## src/lkc_pkg.sv

```systemverilog
`default_nettype none
// ----------------------------------------------------------------------------
// LRU keyed entry cache package
// Shared types, constants and helpers for the cache directory.
// ----------------------------------------------------------------------------
package lkc_pkg;

    localparam int SLOTS_DEFAULT = 32;

    localparam int CFG_W      = 5;
    localparam int OUT_SLOT_W = 5;
    localparam int KIND_W     = 8;
    localparam int SEED_W     = 64;
    localparam int WIDTH_IN_W = 16;
    localparam int WIDTH_W    = 12;
    localparam int HEIGHT_W   = 11;
    localparam int STAMP_W    = 64;

    localparam logic [CFG_W-1:0]      MAX_ENTRIES_RESET = 5'd16;
    localparam logic [WIDTH_IN_W-1:0] WIDTH_MIN         = 16'd64;
    localparam logic [WIDTH_IN_W-1:0] WIDTH_MAX         = 16'd2048;

    localparam logic REQ_LOOKUP = 1'b0;
    localparam logic REQ_CLEAR  = 1'b1;

    // One stored entry; the map bit and valid bit live in flip-flops.
    typedef struct packed {
        logic [KIND_W-1:0]  kind;
        logic [SEED_W-1:0]  seed;
        logic [WIDTH_W-1:0] width;
        logic [STAMP_W-1:0] stamp;
    } entry_t;

    typedef struct packed {
        logic                  hit;
        logic [OUT_SLOT_W-1:0] slot;
        logic                  kept;
        logic                  evicted;
        logic [OUT_SLOT_W-1:0] evicted_slot;
        logic [WIDTH_W-1:0]    width_used;
        logic [HEIGHT_W-1:0]   height_used;
    } result_t;

    function automatic logic [WIDTH_W-1:0] clamp_width(input logic [WIDTH_IN_W-1:0] w);
        logic [WIDTH_IN_W-1:0] c;
        begin
            c = w;
            if (w < WIDTH_MIN) c = WIDTH_MIN;
            if (w > WIDTH_MAX) c = WIDTH_MAX;
            return c[WIDTH_W-1:0];
        end
    endfunction

endpackage
`default_nettype wire

```

## src/lkc_store.sv

```systemverilog
`default_nettype none
// ----------------------------------------------------------------------------
// Entry store
// Synchronous single-port-read, single-port-write memory holding the key
// fields and use stamp of every slot. Read data is registered.
// ----------------------------------------------------------------------------
module lkc_store #(
    parameter int STORE_SLOTS = lkc_pkg::SLOTS_DEFAULT,
    parameter int IDX_W       = $clog2(STORE_SLOTS)
) (
    input  wire logic                 clk,
    input  wire logic                 rd_en,
    input  wire logic [IDX_W-1:0]     rd_addr,
    output lkc_pkg::entry_t           rd_data,
    input  wire logic                 wr_en,
    input  wire logic [IDX_W-1:0]     wr_addr,
    input  wire lkc_pkg::entry_t      wr_data
);
    import lkc_pkg::*;

    entry_t mem [STORE_SLOTS];
    entry_t rd_data_reg;

    always_ff @(posedge clk)
    begin
        if (wr_en)
        begin
            mem[wr_addr] <= wr_data;
        end
        if (rd_en)
        begin
            rd_data_reg <= mem[rd_addr];
        end
    end

    assign rd_data = rd_data_reg;

endmodule
`default_nettype wire

```

## config.mk

```make
export PLATFORM = sky130hd
export DESIGN_NAME = lkc_store
export DESIGN_NICKNAME = d
export VERILOG_FILES = /design/src/lkc_pkg.sv /design/src/lkc_store.sv
export SDC_FILE = /design/constraint.sdc
export NUM_CORES = 2
export LEC_CHECK = 0
export BUFFER_PORTS_ARGS = -buffer_cell sky130_fd_sc_hd__buf_4
export CORE_MARGIN = 10
export CORE_UTILIZATION = 35
export DETAILED_ROUTE_END_ITERATION = 8
export PLACE_DENSITY = 0.55
export SETUP_SLACK_MARGIN = 0.05
export SLEW_MARGIN = 15
export SYNTH_ARGS = -nofsm -noshare
export SYNTH_HDL_FRONTEND = slang
export SYNTH_MEMORY_MAX_BITS = 65536
export SYNTH_SLANG_ARGS = --single-unit
export TNS_END_PERCENT = 50
```

## constraint.sdc

```tcl
create_clock -name clk -period 8.4 [get_ports clk]
set_input_delay 0.42 -clock clk [delete_from_list [all_inputs] [get_ports clk]]
set_output_delay 0.42 -clock clk [all_outputs]
set_load 0.005 [all_outputs]
```

==> results <==
- The run finished with clean final reports.
- The total half-perimeter wirelength after legalization and detailed placement is 244000 um.
- The flip-flop count of the largest register after layout is 4736.
- The class of the most critical setup path is primary input to register.
- The maximum level of the CTS H-tree is 5.
- The worst-case clock skew is 0.0955 ns.
- The count of final hold-check violations is 0.
- Counting every instance in the synthesized netlist gives 7597.
- The setup slack after placement is 4.24 ns.
- Summing over every cut layer, the via total after detailed routing is 86900.
- The critical path's top delay family is buffers and inverters.
- The number of antenna violations at the first check in global routing is 93.
- The final antenna-violating net count is 0.
- TritonCTS created 484 clock buffers.
- The least setup slack across all paths after layout is 5.38 ns.
- Traced cell by cell, the critical path runs through buf_16, buf_12, nor2b_4, buf_4, buf_4, a22oi_1, nand3_1, nand4_1.
- The worst slew margin relative to its limit is 21.7%.
- The port buffer count is 308.
- The combined area of all synthesized cells is 181000 sq um.
- The endpoint type of the worst setup path is a register.
- The number of hold buffers added after cts is 149.
- The die height is 740 um.
- The number of iterations in the first detailed-routing pass is 5.
- The tightest min-delay check is of the primary input to register type.
- The warning count from the yosys run is 0.
- The clock sink count is 4884.
- The number of pins with negative max-slew slack in the final report is 0.
- The routed length per instance is 32.8 um.
- The last weighted congestion value of the routability-driven placer is 0.717.
- The startpoint type of the worst setup path is a primary input.
- After filler insertion, the fill cell instance count of the layout stands at 45100.
- In the global route stage, overall resource usage came out at 18.2%.
- In this run the worst path has a maximum fanout of 90.
- TritonCTS built the clock tree.
- The initial cell density of the core is 35.1%.
- The final clock period utilization by the worst path is 35.9%.
- Synthesis produced a netlist with a net count of 7758.
- The cell that appears most often on the critical path is sky130_fd_sc_hd__buf_4.
- Max-cap violations in this run came to 0.
- The maximum vdd ir drop is 0.223 mV.
- Global routing finished with a remaining overflow of 0.
- In the routed layout, each cell is associated on average with a via count of 5.56.
- The maximum buffer depth of the clock tree is 4.
- The floorplan step defined a die boundary enclosing 547000 sq um.
- In this run, synthesis produced a sequential element count of 4884.
- The highest cell delay on the worst timing path is 0.70 ns.
- The average cell area after synthesis is 23.9 sq um.
- The final number of setup-violating endpoints is 0.
- Together, buffers and inverters on the worst path number 4.
- Summed over all failing endpoints, the final setup total negative slack is 0 ns.
- In this run, post-CTS repair resized a total of 0 instances.
- The slew at the pin closest to its max-slew limit is 1.17 ns.
- The floorplan step defined a core boundary enclosing 517000 sq um.
- At the worst endpoint, the required time is 9.06 ns.
- The final layout contains 8468 nets.
- The slowest cell on the critical path is sky130_fd_sc_hd__buf_4.
- The clock reaches the later pin of the worst-skew pair after 1.04 ns.
- The clock tree root driver cell is sky130_fd_sc_hd__clkbuf_16.
- The layout overhead on the synthesized area is 15.3%.
- The count of distinct cell types in the synthesized netlist is 24.
- The chip width is 740 um.
- The fraction of layout cells with a size suffix above 1 is 25.5%.
- Once the clock tree was built, the setup fixing pass inserted 0 buffers.
- Data arrives at the worst endpoint at 3.68 ns.
- The placement row count is 264.
- The ratio of total power to cell area is 241 nW/um^2.
- After layout, the minimum clock period comes to 3.02 ns.
- The post-detailed-route DRC marker count is 0.
- The largest net degree at the start of global routing is 159.
- The reg2reg setup slack is 6.38 ns.
- The first global-routing pass estimated 712000 um of wire.
- The clock slew seen by the registers of the worst setup and hold paths is 0.06 ns.
- Summing the sequential cell areas from Yosys gives 80.9% of the chip area.
- For this block, the routed nets add up to 514000 um of wire.
- Summed over all cells, the static leakage comes to 64.6 nW.
- The detailed router's first-iteration violation count is 9992.
- The number of global-route vias before repair was 88000.
- The upper clock frequency limit is 0.332 GHz.
- The boundary pin count is 309.
- Setup repair after global routing left no endpoint under its margin.
[cell families (layout without fill, tap and decap cells)]
kind of cell / Yosys count / after routing / synth area share [%]
AO/OA/AOI/OAI: 668 / 668 / 2.46
buffers and inverters: 420 / 1529 / 1.24
flip-flops: 4884 / 4884 / 80.9
multiplexers: 1336 / 1336 / 14.5
other: 0 / 19 / 0
AND/OR/NAND/NOR: 289 / 289 / 0.894
[final cells by class]
class / instances / area, sq um / share of cell area [%]
clock inverters: 284 / 2440 / 1.17
flip-flops and latches: 4884 / 147000 / 70.2
repair buffers: 644 / 5910 / 2.83
clock buffers: 601 / 12600 / 6.02
multi-input cells: 2293 / 32700 / 15.7
well taps: 6916 / 8650 / 4.14
diodes: 19 / 47.5 / 0.0227
[layout by cell type (no fill, tap or decap), drive strengths merged, types with 37 or more instances in the layout]
cell	n
buf	495
clkinv	240
nand4	38
dlygate4sd3	149
o22ai	440
clkbuf	601
mux2i	304
a22oi	228
nand3	79
edfxtp	4884
nor2	37
mux4	1032
nor4	110
[metal layers]
| metal | part of all wire [%] | up-vias | GRT usage (%) |
|---|---|---|---|
| li1 | - | 34500 | - |
| met1 | 41 | 48100 | 24.9 |
| met2 | 49 | 3418 | 30.6 |
| met3 | 7.0 | 824 | 2.99 |
| met4 | 2.4 | 44 | 4.04 |
| met5 | 0.055 | - | 0 |
[report_power, final]
group	internal [mW]	switching, mW	total [mW]
registers	27.2	0.160	27.4
clock network	11.5	9.18	20.7
logic	0.889	1.38	2.27
[stage by stage]
step | cell area, sq um | hold slack [ns] | power [mW] | cells | utilization, %
after floorplan | 181000 | 0.519 | 29.0 | 7597 | -
after global placement | 192000 | 0.749 | 30.1 | 14600 | 37.2
after detailed placement | 192000 | 0.759 | 30.1 | 14600 | 37.3
after CTS | 209000 | 0.0669 | 50.8 | 15600 | 40.4
after global routing | 209000 | 0.122 | 51.8 | 15600 | 40.5
final | 209000 | 0.152 | 50.3 | 15600 | 40.5
[synthesized netlist by cell type]
library cell                  n  share of area [%]
sky130_fd_sc_hd__edfxtp_1  4884                 81
sky130_fd_sc_hd__o22ai_1    440                1.5
sky130_fd_sc_hd__buf_1        7              0.014
sky130_fd_sc_hd__or2_2        2             0.0069
sky130_fd_sc_hd__nand4_1     38               0.13
sky130_fd_sc_hd__nand2_1      5              0.010
sky130_fd_sc_hd__and2_1       1             0.0035
sky130_fd_sc_hd__nor3b_1      1             0.0041
sky130_fd_sc_hd__and3_1       1             0.0035
sky130_fd_sc_hd__nand3b_1     5              0.021
sky130_fd_sc_hd__buf_2      164               0.45
sky130_fd_sc_hd__buf_6       19               0.12
sky130_fd_sc_hd__nand3_1     79               0.22
sky130_fd_sc_hd__or3b_2       4              0.019
sky130_fd_sc_hd__mux4_2    1032                 13
sky130_fd_sc_hd__nor4_1     110               0.38
sky130_fd_sc_hd__clkbuf_1   143               0.30
sky130_fd_sc_hd__nor2b_1      3              0.010
sky130_fd_sc_hd__mux2i_1    304                1.7
sky130_fd_sc_hd__buf_4       87               0.36
sky130_fd_sc_hd__nor2_1      37              0.077
sky130_fd_sc_hd__nand2b_1     1             0.0035
sky130_fd_sc_hd__a22oi_1    228               0.94
sky130_fd_sc_hd__or3_1        2             0.0069
[worst min-delay path: stages]
cell	delay, ns
sky130_fd_sc_hd__buf_4	0.12
sky130_fd_sc_hd__or3b_2	0.27
sky130_fd_sc_hd__nor2_4	0.17
[final timing paths]
kind | startpoint | to | cells past startpoint
worst max-delay path | rd_addr[0] | rd_data[127] | 8
worst min register to register | mem[31][15] | rd_data[15] | 3
worst max register to register | mem[22][122] | rd_data[122] | 3
worst min-delay path | wr_addr[3] | mem[4][29] | 3
Note: power is estimated with default switching activity, not from simulation.
