--- src/lkc_pkg.sv ---
`default_nettype none
// ----------------------------------------------------------------------------
// LRU keyed entry cache package
// Shared types, constants and helpers for the cache directory.
// ----------------------------------------------------------------------------
package lkc_pkg;

    localparam int SLOTS_DEFAULT = 32;

    localparam int CFG_W      = 5;
    localparam int OUT_SLOT_W = 5;
    localparam int KIND_W     = 8;
    localparam int SEED_W     = 64;
    localparam int WIDTH_IN_W = 16;
    localparam int WIDTH_W    = 12;
    localparam int HEIGHT_W   = 11;
    localparam int STAMP_W    = 64;

    localparam logic [CFG_W-1:0]      MAX_ENTRIES_RESET = 5'd16;
    localparam logic [WIDTH_IN_W-1:0] WIDTH_MIN         = 16'd64;
    localparam logic [WIDTH_IN_W-1:0] WIDTH_MAX         = 16'd2048;

    localparam logic REQ_LOOKUP = 1'b0;
    localparam logic REQ_CLEAR  = 1'b1;

    // One stored entry; the map bit and valid bit live in flip-flops.
    typedef struct packed {
        logic [KIND_W-1:0]  kind;
        logic [SEED_W-1:0]  seed;
        logic [WIDTH_W-1:0] width;
        logic [STAMP_W-1:0] stamp;
    } entry_t;

    typedef struct packed {
        logic                  hit;
        logic [OUT_SLOT_W-1:0] slot;
        logic                  kept;
        logic                  evicted;
        logic [OUT_SLOT_W-1:0] evicted_slot;
        logic [WIDTH_W-1:0]    width_used;
        logic [HEIGHT_W-1:0]   height_used;
    } result_t;

    function automatic logic [WIDTH_W-1:0] clamp_width(input logic [WIDTH_IN_W-1:0] w);
        logic [WIDTH_IN_W-1:0] c;
        begin
            c = w;
            if (w < WIDTH_MIN) c = WIDTH_MIN;
            if (w > WIDTH_MAX) c = WIDTH_MAX;
            return c[WIDTH_W-1:0];
        end
    endfunction

endpackage
`default_nettype wire

--- src/lkc_ctrl.sv ---
`default_nettype none
// ----------------------------------------------------------------------------
// Cache controller
// Holds the valid and map bits, scans the entry store one slot per cycle for
// a match, the map's fill count and its oldest entry, then evicts, inserts
// or stamps the entry, or flushes the map at a zero limit, and produces the result.
// ----------------------------------------------------------------------------
module lkc_ctrl #(
    parameter int STORE_SLOTS = lkc_pkg::SLOTS_DEFAULT,
    parameter int IDX_W       = $clog2(STORE_SLOTS)
) (
    input  wire logic                            clk,
    input  wire logic                            rst_n,
    input  wire logic                            start,
    output logic                                 busy,
    input  wire logic                            req_type,
    input  wire logic                            map_select,
    input  wire logic [lkc_pkg::KIND_W-1:0]      surface_kind,
    input  wire logic [lkc_pkg::SEED_W-1:0]      seed,
    input  wire logic [lkc_pkg::WIDTH_IN_W-1:0]  width_px,
    input  wire logic [lkc_pkg::CFG_W-1:0]       max_entries,
    output logic                                 done,
    output lkc_pkg::result_t                     res,
    output logic                                 rd_en,
    output logic [IDX_W-1:0]                     rd_addr,
    input  wire lkc_pkg::entry_t                 rd_data,
    output logic                                 wr_en,
    output logic [IDX_W-1:0]                     wr_addr,
    output lkc_pkg::entry_t                      wr_data
);
    import lkc_pkg::*;

    localparam int IW    = $clog2(STORE_SLOTS + 1);
    localparam int LIM_W = (IW > CFG_W) ? IW : CFG_W;
    localparam logic [IW-1:0]    SLOTS_IW = IW'(STORE_SLOTS);
    localparam logic [LIM_W-1:0] HALF_LIM = LIM_W'(STORE_SLOTS / 2);

    localparam logic [1:0] ST_IDLE  = 2'd0;
    localparam logic [1:0] ST_SCAN  = 2'd1;
    localparam logic [1:0] ST_WRITE = 2'd2;

    logic [1:0]             state_reg, state_next;
    logic [STORE_SLOTS-1:0] valid_reg, valid_next;
    logic [STORE_SLOTS-1:0] map_reg, map_next;
    logic [STAMP_W-1:0]     tick_reg, tick_next;

    logic                   req_map_reg, req_map_next;
    logic [KIND_W-1:0]      req_kind_reg, req_kind_next;
    logic [SEED_W-1:0]      req_seed_reg, req_seed_next;
    logic [WIDTH_W-1:0]     req_width_reg, req_width_next;

    logic [IW-1:0]          issue_reg, issue_next;
    logic                   pend_reg, pend_next;
    logic [IDX_W-1:0]       pend_idx_reg, pend_idx_next;
    logic                   first_pass_reg, first_pass_next;
    logic                   found_reg, found_next;
    logic [IDX_W-1:0]       found_idx_reg, found_idx_next;
    logic [LIM_W-1:0]       count_reg, count_next;
    logic                   free_found_reg, free_found_next;
    logic [IDX_W-1:0]       free_idx_reg, free_idx_next;
    logic                   old_found_reg, old_found_next;
    logic [IDX_W-1:0]       old_idx_reg, old_idx_next;
    logic [STAMP_W-1:0]     old_stamp_reg, old_stamp_next;
    logic                   hit_reg, hit_next;
    logic                   evicted_reg, evicted_next;
    logic [IDX_W-1:0]       target_reg, target_next;
    logic                   done_reg, done_next;
    result_t                res_reg, res_next;

    logic [LIM_W-1:0]       me_ext;
    logic [LIM_W-1:0]       limit;
    logic                   scan_end;
    logic                   slot_in_map;
    logic [WIDTH_W-1:0]     clamped;

    assign me_ext   = LIM_W'(max_entries);
    assign limit    = (me_ext > HALF_LIM) ? HALF_LIM : me_ext;
    assign scan_end = (issue_reg == SLOTS_IW) && !pend_reg;
    assign clamped  = clamp_width(width_px);
    assign slot_in_map = valid_reg[pend_idx_reg] && (map_reg[pend_idx_reg] == req_map_reg);

    always_comb
    begin
        state_next      = state_reg;
        valid_next      = valid_reg;
        map_next        = map_reg;
        tick_next       = tick_reg;
        req_map_next    = req_map_reg;
        req_kind_next   = req_kind_reg;
        req_seed_next   = req_seed_reg;
        req_width_next  = req_width_reg;
        issue_next      = issue_reg;
        pend_next       = 1'b0;
        pend_idx_next   = pend_idx_reg;
        first_pass_next = first_pass_reg;
        found_next      = found_reg;
        found_idx_next  = found_idx_reg;
        count_next      = count_reg;
        free_found_next = free_found_reg;
        free_idx_next   = free_idx_reg;
        old_found_next  = old_found_reg;
        old_idx_next    = old_idx_reg;
        old_stamp_next  = old_stamp_reg;
        hit_next        = hit_reg;
        evicted_next    = evicted_reg;
        target_next     = target_reg;
        done_next       = 1'b0;
        res_next        = res_reg;
        rd_en           = 1'b0;
        rd_addr         = issue_reg[IDX_W-1:0];
        wr_en           = 1'b0;
        wr_addr         = target_reg;
        wr_data.kind    = req_kind_reg;
        wr_data.seed    = req_seed_reg;
        wr_data.width   = req_width_reg;
        wr_data.stamp   = tick_reg;

        unique case (state_reg)
            ST_IDLE:
            begin
                if (start)
                begin
                    req_width_next = clamped;
                    if (req_type == REQ_CLEAR)
                    begin
                        valid_next = '0;
                        tick_next  = '0;
                        res_next   = '0;
                        res_next.width_used  = clamped;
                        res_next.height_used = clamped[WIDTH_W-1:1];
                        done_next  = 1'b1;
                    end
                    else
                    begin
                        tick_next       = tick_reg + 1'b1;
                        req_map_next    = map_select;
                        req_kind_next   = surface_kind;
                        req_seed_next   = seed;
                        issue_next      = '0;
                        first_pass_next = 1'b1;
                        found_next      = 1'b0;
                        count_next      = '0;
                        free_found_next = 1'b0;
                        old_found_next  = 1'b0;
                        hit_next        = 1'b0;
                        evicted_next    = 1'b0;
                        state_next      = ST_SCAN;
                    end
                end
            end

            ST_SCAN:
            begin
                if (issue_reg != SLOTS_IW)
                begin
                    rd_en         = 1'b1;
                    pend_next     = 1'b1;
                    pend_idx_next = issue_reg[IDX_W-1:0];
                    issue_next    = issue_reg + 1'b1;
                end

                // Check the slot whose data arrived from the store this cycle.
                if (pend_reg)
                begin
                    if (first_pass_reg)
                    begin
                        if (slot_in_map && !found_reg && rd_data.kind == req_kind_reg &&
                            rd_data.seed == req_seed_reg && rd_data.width == req_width_reg)
                        begin
                            found_next     = 1'b1;
                            found_idx_next = pend_idx_reg;
                        end
                        if (slot_in_map)
                        begin
                            count_next = count_reg + 1'b1;
                        end
                        if (!valid_reg[pend_idx_reg] && !free_found_reg)
                        begin
                            free_found_next = 1'b1;
                            free_idx_next   = pend_idx_reg;
                        end
                    end
                    // Strict compare keeps the lowest slot on equal stamps.
                    if (slot_in_map && (!old_found_reg || rd_data.stamp < old_stamp_reg))
                    begin
                        old_found_next = 1'b1;
                        old_idx_next   = pend_idx_reg;
                        old_stamp_next = rd_data.stamp;
                    end
                end

                if (scan_end)
                begin
                    if (first_pass_reg && found_reg)
                    begin
                        hit_next    = 1'b1;
                        target_next = found_idx_reg;
                        state_next  = ST_WRITE;
                    end
                    else if (limit == '0)
                    begin
                        valid_next = valid_reg & (map_reg ^ {STORE_SLOTS{req_map_reg}});
                        res_next   = '0;
                        res_next.width_used  = req_width_reg;
                        res_next.height_used = req_width_reg[WIDTH_W-1:1];
                        done_next  = 1'b1;
                        state_next = ST_IDLE;
                    end
                    else if (count_reg >= limit && old_found_reg)
                    begin
                        valid_next[old_idx_reg] = 1'b0;
                        count_next = count_reg - 1'b1;
                        if (!evicted_reg)
                        begin
                            evicted_next = 1'b1;
                            target_next  = old_idx_reg;
                        end
                        if (count_reg > limit)
                        begin
                            // Still over the limit: scan again for the next oldest.
                            issue_next      = '0;
                            first_pass_next = 1'b0;
                            old_found_next  = 1'b0;
                        end
                        else
                        begin
                            state_next = ST_WRITE;
                        end
                    end
                    else if (evicted_reg)
                    begin
                        state_next = ST_WRITE;
                    end
                    else if (free_found_reg)
                    begin
                        target_next = free_idx_reg;
                        state_next  = ST_WRITE;
                    end
                    else
                    begin
                        res_next   = '0;
                        res_next.width_used  = req_width_reg;
                        res_next.height_used = req_width_reg[WIDTH_W-1:1];
                        done_next  = 1'b1;
                        state_next = ST_IDLE;
                    end
                end
            end

            ST_WRITE:
            begin
                wr_en = 1'b1;
                if (!hit_reg)
                begin
                    valid_next[target_reg] = 1'b1;
                    map_next[target_reg]   = req_map_reg;
                end
                res_next.hit          = hit_reg;
                res_next.slot         = OUT_SLOT_W'(target_reg);
                res_next.kept         = 1'b1;
                res_next.evicted      = evicted_reg;
                res_next.evicted_slot = evicted_reg ? OUT_SLOT_W'(target_reg) : '0;
                res_next.width_used   = req_width_reg;
                res_next.height_used  = req_width_reg[WIDTH_W-1:1];
                done_next  = 1'b1;
                state_next = ST_IDLE;
            end

            default:
            begin
                state_next = ST_IDLE;
            end
        endcase
    end

    always_ff @(posedge clk or negedge rst_n)
    begin
        if (!rst_n)
        begin
            state_reg <= ST_IDLE;
            valid_reg <= '0;
            tick_reg  <= '0;
            pend_reg  <= 1'b0;
            done_reg  <= 1'b0;
        end
        else
        begin
            state_reg <= state_next;
            valid_reg <= valid_next;
            tick_reg  <= tick_next;
            pend_reg  <= pend_next;
            done_reg  <= done_next;
        end
    end

    always_ff @(posedge clk)
    begin
        map_reg        <= map_next;
        req_map_reg    <= req_map_next;
        req_kind_reg   <= req_kind_next;
        req_seed_reg   <= req_seed_next;
        req_width_reg  <= req_width_next;
        issue_reg      <= issue_next;
        pend_idx_reg   <= pend_idx_next;
        first_pass_reg <= first_pass_next;
        found_reg      <= found_next;
        found_idx_reg  <= found_idx_next;
        count_reg      <= count_next;
        free_found_reg <= free_found_next;
        free_idx_reg   <= free_idx_next;
        old_found_reg  <= old_found_next;
        old_idx_reg    <= old_idx_next;
        old_stamp_reg  <= old_stamp_next;
        hit_reg        <= hit_next;
        evicted_reg    <= evicted_next;
        target_reg     <= target_next;
        res_reg        <= res_next;
    end

    assign busy = (state_reg != ST_IDLE);
    assign done = done_reg;
    assign res  = res_reg;

endmodule
`default_nettype wire

--- config.mk ---
export PLATFORM = sky130hd
export DESIGN_NAME = lkc_ctrl
export DESIGN_NICKNAME = d
export VERILOG_FILES = /design/src/lkc_pkg.sv /design/src/lkc_ctrl.sv
export SDC_FILE = /design/constraint.sdc
export NUM_CORES = 1
export LEC_CHECK = 0
export BUFFER_PORTS_ARGS = -buffer_cell sky130_fd_sc_hd__buf_2
export CAP_MARGIN = 10
export CORE_AREA = 2 2 194 196
export CTS_CLUSTER_DIAMETER = 30
export DETAILED_ROUTE_END_ITERATION = 7
export DIE_AREA = 0 0 196 198
export PLACE_DENSITY = 0.75
export SYNTH_ARGS = -nofsm -noshare
export SYNTH_HDL_FRONTEND = slang
export SYNTH_SLANG_ARGS = --single-unit
--- constraint.sdc ---
create_clock -name clk -period 11.32 [get_ports clk]
set_input_delay 0.566 -clock clk [delete_from_list [all_inputs] [get_ports clk]]
set_output_delay 0.566 -clock clk [all_outputs]
set_load 0.005 [all_outputs]
==> out/metrics.yaml, run 1 <==
clockBufferDepth: 3
hold_buffers: 0
arrival_ns: 3.99
cp_max_fo: 44
num_vias: 15300
seqPwrFrac_pct: 33.5
ir_worst_vdd_uv: 173
seq_area_frac_synth_pct: 55.0
cts_setup_buffers: 0
cp_common_cell: "nor2b_1"
powerDensity_mw_per_mm2: 231
dp_cells: 2497
end_kind: "register"
chipHeight_um: 198
tightest_slew_ns: 1.07
ant_nets: 0
setup_violations: 0
syn_nets: 1964
viasPerCell: 5.76
cts_tree: "yes"
cts_made_buffers: 83
die_area_sq_mm: 0.0388
ys_ff_latch: 349
grt_setup_unrepaired: "no"
synthTopCellsByArea: "edfxtp_1 (41%), dfrtp_1 (14%), ha_1 (5.4%)"
synthFlopType: "edfxtp_1"
leakagePower_uw: 0.0104
instances_no_fill: 2653
switching_power_uw: 1660
dp_hpwl_um: 41700
yosys.area.top_type: "edfxtp_1"
crit_chain: "nor2b_1 -> a22oi_1 -> nand3b_1 -> a21boi_0 -> nor3b_1 -> nor2b_1 -> nand2_1 -> nor4b_2 -> buf_4"
drc: 0
wl_per_cell_um: 21.9
layout_min_cycle_time_ns: 3.78
place_congestion: 0.939
yosysUniqueCellTypes: 68
die_w_um: 196
fin_worst_skew_ns: 0.0335
p_int_uw: 3820
grt_pass1_wl_um: 87900
top_level_ports: 444
initial_core_util_pct: 49.1
pwr-share-clk_pct: 45.8
nFillCells: 2909
dr.pass1.iters: 5
critPathKind: "register to register"
synth_cells: 1640
outcome: "finished with violations"
p_sw_share_pct: 30.3
max_stage_delay_ns: 0.89
cts_resized: 0
syn_area_per_cell_sq_um: 11.1
fin_crit_sh_pct: 33.3
async_flop_share_pct: 28.7
core_area_sq_mm: 0.0370
finalNetCount: 2432
drive_above_1_share_pct: 28.3
synth_edf_count: 249
syn_to_final_growth_pct: 30.4
worstSkewPairLatency_ns: 0.60
hold_slack_ns: -0.000743
fin_setup_tns_ns: 0
yosysTopAreaCellShare_pct: 41.2
ctsRootBufferMaster: "clkbuf_16"
drv_cap: 0
h-tree-depth: 3
crit_path_start_kind: "register"
fmax_ghz: 0.265
cp_slowest_cell: "edfxtp_1"
drtIter0Drc: 1381
cts_sinks: 349
holdCritPathClass: "primary input to asynchronous set/reset pin"
drt-total-wl_um: 58200
antenna_found_initial: 4
num_rows: 71
ys_warn_count: 0
slew_headroom_pct: 28.6
grt_max_degree: 75
cp_data_required_time_ns: 11.53
first_global_vias: 15300
track_usage_pct: 29.7
io_buffers: 443
slew_violations: 0
report.final.hold_viol_count: 1
failed_checks: "hold timing"
overflow: 0
clk_pin_slew_ns: 0.05
finish.utilization_pct: 64.0
comb_power_share_pct: 20.7
syn_area_sq_mm: 0.0182
==> cells in the final DEF (no fill, tap or decap), drive strengths merged, types with 18 or more instances in the layout <==
cell,netlist,layout
nor3,26,26
and2,22,22
a21oi,116,116
o2111ai,32,32
buf,32,457
inv,130,135
and3,24,24
clkinv,0,19
mux2i,26,26
clkbuf,42,107
nor2,123,123
edfxtp,249,249
nand2,130,130
ha,78,78
or3,18,18
dfrtp,100,100
nand3,41,41
nand4,35,35
xnor2,44,44
xor2,84,84
o21ai,77,77
nor4,19,19
nand2b,39,39
==> synth_stat cells, types with 8 or more instances <==
master     number
nand2b_1       39
mux2i_1        25
and3_1         24
edfxtp_1      249
a22o_1         14
nor2b_1         8
a21o_1         13
nand2_1       130
or3_1          18
ha_1           78
nor3_1         25
xnor2_1        44
mux4_2         10
o21ai_0        77
nand4_1        35
and2_1         22
o22ai_1         8
a22oi_1         9
a21oi_1       116
nor4_1         16
inv_1         130
xor2_1         84
nand3_1        41
nor3b_1         8
nor2_1        122
dfrtp_1       100
o2111ai_1      32
clkbuf_1       42
buf_4          18
o2bb2ai_1      13
==> final timing paths <==
path / slack, ns / end / start / cells past startpoint
max: 7.54 / old_stamp_reg[10]$_DFFE_PP_ / pend_idx_reg[0]$_DFFE_PP_ / 9
max reg2reg: 7.54 / old_stamp_reg[10]$_DFFE_PP_ / pend_idx_reg[0]$_DFFE_PP_ / 9
min: -0.0007 / valid_reg[17]$_DFFE_PN0P_ / rst_n / 1
min in group clk: 0.14 / req_seed_reg[15]$_DFFE_PP_ / seed[15] / 1
max in group asynchronous: 10.12 / tick_reg[46]$_DFFE_PN0P_ / rst_n / 2
min reg2reg: 0.54 / pend_idx_reg[1]$_DFFE_PP_ / issue_reg[1]$_SDFFCE_PN0P_ / 0
==> power by group through the flow <==
stage                     registers, uW  logic, uW  clock network, uW
after floorplan                    1790        735                  0
after global placement             1840       1090                  0
after detailed placement           1850       1120                  0
after CTS                          1830       1130               2530
after global routing               1850       1240               2600
final                              1830       1130               2510
==> worst max-delay path, delay by kind of cell, from the launching register on <==
kind / cells / cell delay, ns
AND/OR/NAND/NOR: 6 / 1.34
flip-flops: 1 / 0.89
AO/OA/AOI/OAI: 2 / 0.60
buffers and inverters: 1 / 0.54
==> cell families (layout without fill, tap and decap cells) <==
| family | after synthesis | in the layout | share of synthesized area [%] |
|---|---|---|---|
| xor+xnor | 128 | 128 | 6.18 |
| buf+inv | 204 | 739 | 4.78 |
| fa+ha+maj | 78 | 78 | 5.38 |
| flops | 349 | 349 | 55.0 |
| mux | 39 | 39 | 2.88 |
| compound gates | 321 | 321 | 11.2 |
| other cells | 0 | 4 | 0 |
| simple gates | 521 | 521 | 14.6 |
==> through the flow <==
step | worst slack, ns | total power, uW | instance area (sq um) | hold slack, ns
global placement | 7.54 | 2930 | 20700 | 0.527
detailed placement | 7.44 | 2970 | 20700 | 0.532
CTS | 7.55 | 5490 | 23700 | 0.000556
floorplan | 1.39 | 2530 | 18200 | 0.270
global route | 7.26 | 5690 | 23700 | 0.0352
finish | 7.54 | 5480 | 23700 | -0.000743
==> layout make-up <==
class	instances	area (sq um)	share of cell area (%)
multi-input combinational	1087	7340	31.0
inverter	130	488	2.06
sequential	349	9980	42.2
clock inverter	45	663	2.80
timing repair buffer	457	2320	9.82
antenna	4	10.0	0.0423
clock buffer	107	2270	9.59
tap	474	593	2.51
==> routing by layer <==
| layer | global-route usage (%) | share of wire [%] | vias up | wire [um] |
|---|---|---|---|---|
| met5 | 0 | 0 | - | 0 |
| met4 | 11.6 | 2.9 | 0 | 1670 |
| met3 | 8.21 | 9.3 | 98 | 5390 |
| met2 | 48.9 | 49 | 755 | 28300 |
| met1 | 37.5 | 39 | 7517 | 22800 |
| li1 | - | - | 6908 | - |
(Power assumes the default switching activity.)
==> run 2: changes to the inputs <==
CORE_AREA = 2 2 196 198   (was 2 2 194 196)
DIE_AREA = 0 0 198 200   (was 0 0 196 198)
PLACE_DENSITY = 0.76   (was 0.75)
clock period = 3.09 ns   (was 11.32 ns; I/O delays follow)
==> run 2 against run 1 <==
The run ends with setup timing left. Combinational power grew to 4.4 times the previous value. Clock skew fell by 0.012 ns. Die area grew 2.0%. Critical path depth grew 3. Fmax rose by 17%. Sequential power grew to 3.6 times the previous value. Worst setup slack got worse by 7.7 ns. Utilization is 5.1 points higher. Critical endpoint is now old_stamp_reg[20]$_DFFE_PP_. Largest cell class unchanged.
==> out/metrics.yaml, run 2 (same netlist as run 1, synthesis figures left out) <==
final_cell_mix: "buf_2 (442), edfxtp_1 (249), dlygate4sd3_1 (151)"  # was buf_2 (442), edfxtp_1 (249), inv_1 (130), nand2_1 (130), nor2_1 (121)
cp_max_fo: 10  # was 44
num_rows: 71  # unchanged
finalPower_uw: 20600  # was 5480 uW
die_w_um: 198  # was 196 um
die_area_sq_mm: 0.0396  # was 0.0388 sq mm
first_global_vias: 17000  # was 15300
finalInstanceArea_sq_mm: 0.0258  # was 0.0237 sq mm
slew_headroom_pct: 34.2  # was 28.6%
drt-total-wl_um: 66900  # was 58200 um
grt_max_degree: 75  # unchanged
clockBufferDepth: 3  # unchanged
report.final.hold_viol_count: 0  # was 1
viasPerCell: 5.77  # was 5.76
drive_above_1_share_pct: 29.3  # was 28.3%
hold_slack_ns: 0.134  # was -0.000743 ns
placed_area_sq_mm: 0.0212  # was 0.0207 sq mm
grt_use_met1_pct: 38.4  # was 37.5%
num_vias: 16700  # was 15300
fin_worst_skew_ns: 0.0220  # was 0.0335 ns
initial_core_util_pct: 48.5  # was 49.1%
tightest_slew_ns: 0.983  # was 1.07 ns
cp_data_required_time_ns: 3.39  # was 11.53 ns
place_congestion: 0.969  # was 0.939
track_usage_pct: 32.5  # was 29.7%
grt_setup_unrepaired: "yes"  # was no
arrival_ns: 3.52  # was 3.99 ns
drc: 0  # unchanged
fmax_ghz: 0.310  # was 0.265 GHz
drv_cap: 0  # unchanged
grt_use_met3_pct: 10.2  # was 8.21%
h-tree-depth: 3  # unchanged
core_area_sq_mm: 0.0374  # was 0.0370 sq mm
slew_violations: 0  # unchanged
outcome: "finished with violations"  # unchanged
powerDensity_mw_per_mm2: 797  # was 231 mW/mm^2
worstSkewPairLatency_ns: 0.60  # about the same
dr.pass1.iters: 5  # unchanged
finalNetCount: 2630  # was 2432
antenna_found_initial: 4  # unchanged
layout_min_cycle_time_ns: 3.22  # was 3.78 ns
cts_made_buffers: 82  # was 83
ir_worst_vdd_uv: 745  # was 173 uV
cts_tree: "yes"  # unchanged
instances_no_fill: 2889  # was 2653
setup_slack_ns: -0.133  # was 7.54 ns
met2_usage_pct: 53.8  # was 48.9%
overflow: 0  # unchanged
syn_to_final_growth_pct: 42.4  # was 30.4%
cts_sinks: 349  # unchanged
critPathKind: "register to register"  # unchanged
clk_pin_slew_ns: 0.04  # was 0.05 ns
io_buffers: 443  # unchanged
failed_checks: "setup timing"  # was hold timing
ant_nets: 0  # unchanged
crit_path_start_kind: "register"  # unchanged
chipHeight_um: 200  # was 198 um
wl_per_cell_um: 23.2  # was 21.9 um
grt_busiest_layer: "met2"  # unchanged
holdCritPathClass: "primary input to register"  # was primary input to asynchronous set/reset pin
end_kind: "register"  # unchanged
fin_crit_sh_pct: 104  # was 33.3%
drtIter0Drc: 1273  # was 1381
dp_slack_ns: -0.144  # was 7.44 ns
setup_violations: 69  # was 0
leakagePower_uw: 0.0113  # was 0.0104 uW
ctsRootBufferMaster: "clkbuf_16"  # unchanged
dp_hpwl_um: 42200  # was 41700 um
top_level_ports: 444  # unchanged
dp_cells: 2569  # was 2497
grt_pass1_wl_um: 97400  # was 87900 um
layout_commonest_cell: "buf_2"  # unchanged
run 2: changes by cell type in the layout (fill, tap and decap cells not counted), sizes merged:
cell and delta:
clkbuf -2, clkinv +7, clkinvlp +2, inv +7
diode -2, bufinv -8, dlygate4sd3 +151, buf +44
run 2: cell type report:
| cell class | instances | area [sq um] |
|---|---|---|
| Clock buffer | 101 | 2270 |
| Antenna cell | 2 | 5.00 |
| Timing Repair Buffer | 656 | 4430 |
| Inverter | 130 | 488 |
| Sequential cell | 349 | 9980 |
| Clock inverter | 53 | 609 |
| Tap cell | 511 | 639 |
| Fill cell | 2533 | 11600 |
| Multi-Input combinational cell | 1087 | 7430 |
run 2: final timing paths:
path,slack [ns],start,cells after the start,to
worst min register to register,0.55,tick_reg[59]$_DFFE_PN0P_,2,tick_reg[59]$_DFFE_PN0P_
worst min-delay path,0.13,start,4,state_reg[1]$_DFFE_PN0P_
worst max register to register,-0.13,old_stamp_reg[41]$_DFFE_PP_,12,old_stamp_reg[20]$_DFFE_PP_
min in group asynchronous,0.14,rst_n,2,tick_reg[44]$_DFFE_PN0P_
worst max-delay path,-0.13,old_stamp_reg[41]$_DFFE_PP_,12,old_stamp_reg[20]$_DFFE_PP_
max in group asynchronous,2.18,rst_n,3,valid_reg[22]$_DFFE_PN0P_
run 2: timing repair:
item	in CTS	in global routing
hold buffers	151	0
pin swaps	3	1
endpoints found under the hold margin	212	0
endpoints found under the setup margin	74	78
resized for setup	8	15
setup buffers	2	3
cloned	2	6
run 2: worst max-delay path, stage by stage (launching register included):
cell,delay [ns]
edfxtp_1,0.39
inv_1,0.11
ha_1,0.26
a21o_1,0.20
a21o_1,0.17
a21oi_1,0.16
nor2_1,0.06
a2111oi_0,0.57
buf_4,0.22
a31o_2,0.14
nor4b_4,0.25
buf_6,0.23
buf_12,0.16
run 2: per-layer routing:
| metal | vias up | wire (um) | part of all wire, % |
|---|---|---|---|
| li1 | 7308 | - | - |
| met1 | 8106 | 24700 | 37 |
| met2 | 1042 | 31700 | 47 |
| met3 | 224 | 7310 | 11 |
| met4 | 2 | 3220 | 4.8 |
| met5 | - | 13 | 0.019 |
run 2: where the power goes:
part	internal (uW)	switching [uW]	total [uW]
combinational	1980	3020	5010
clock	5940	2980	8920
sequential	5990	682	6670
total	13900	6690	20600
run 2: stage by stage:
step / utilization, % / setup TNS [ns]
3_5_place_dp: 56.6 / -7.41
3_3_place_gp: 56.6 / -0.120
6_report: 69.1 / -7.24
2_1_floorplan: - / -101.75
4_1_cts: 68.5 / 0
5_1_grt: 69.1 / -13.59
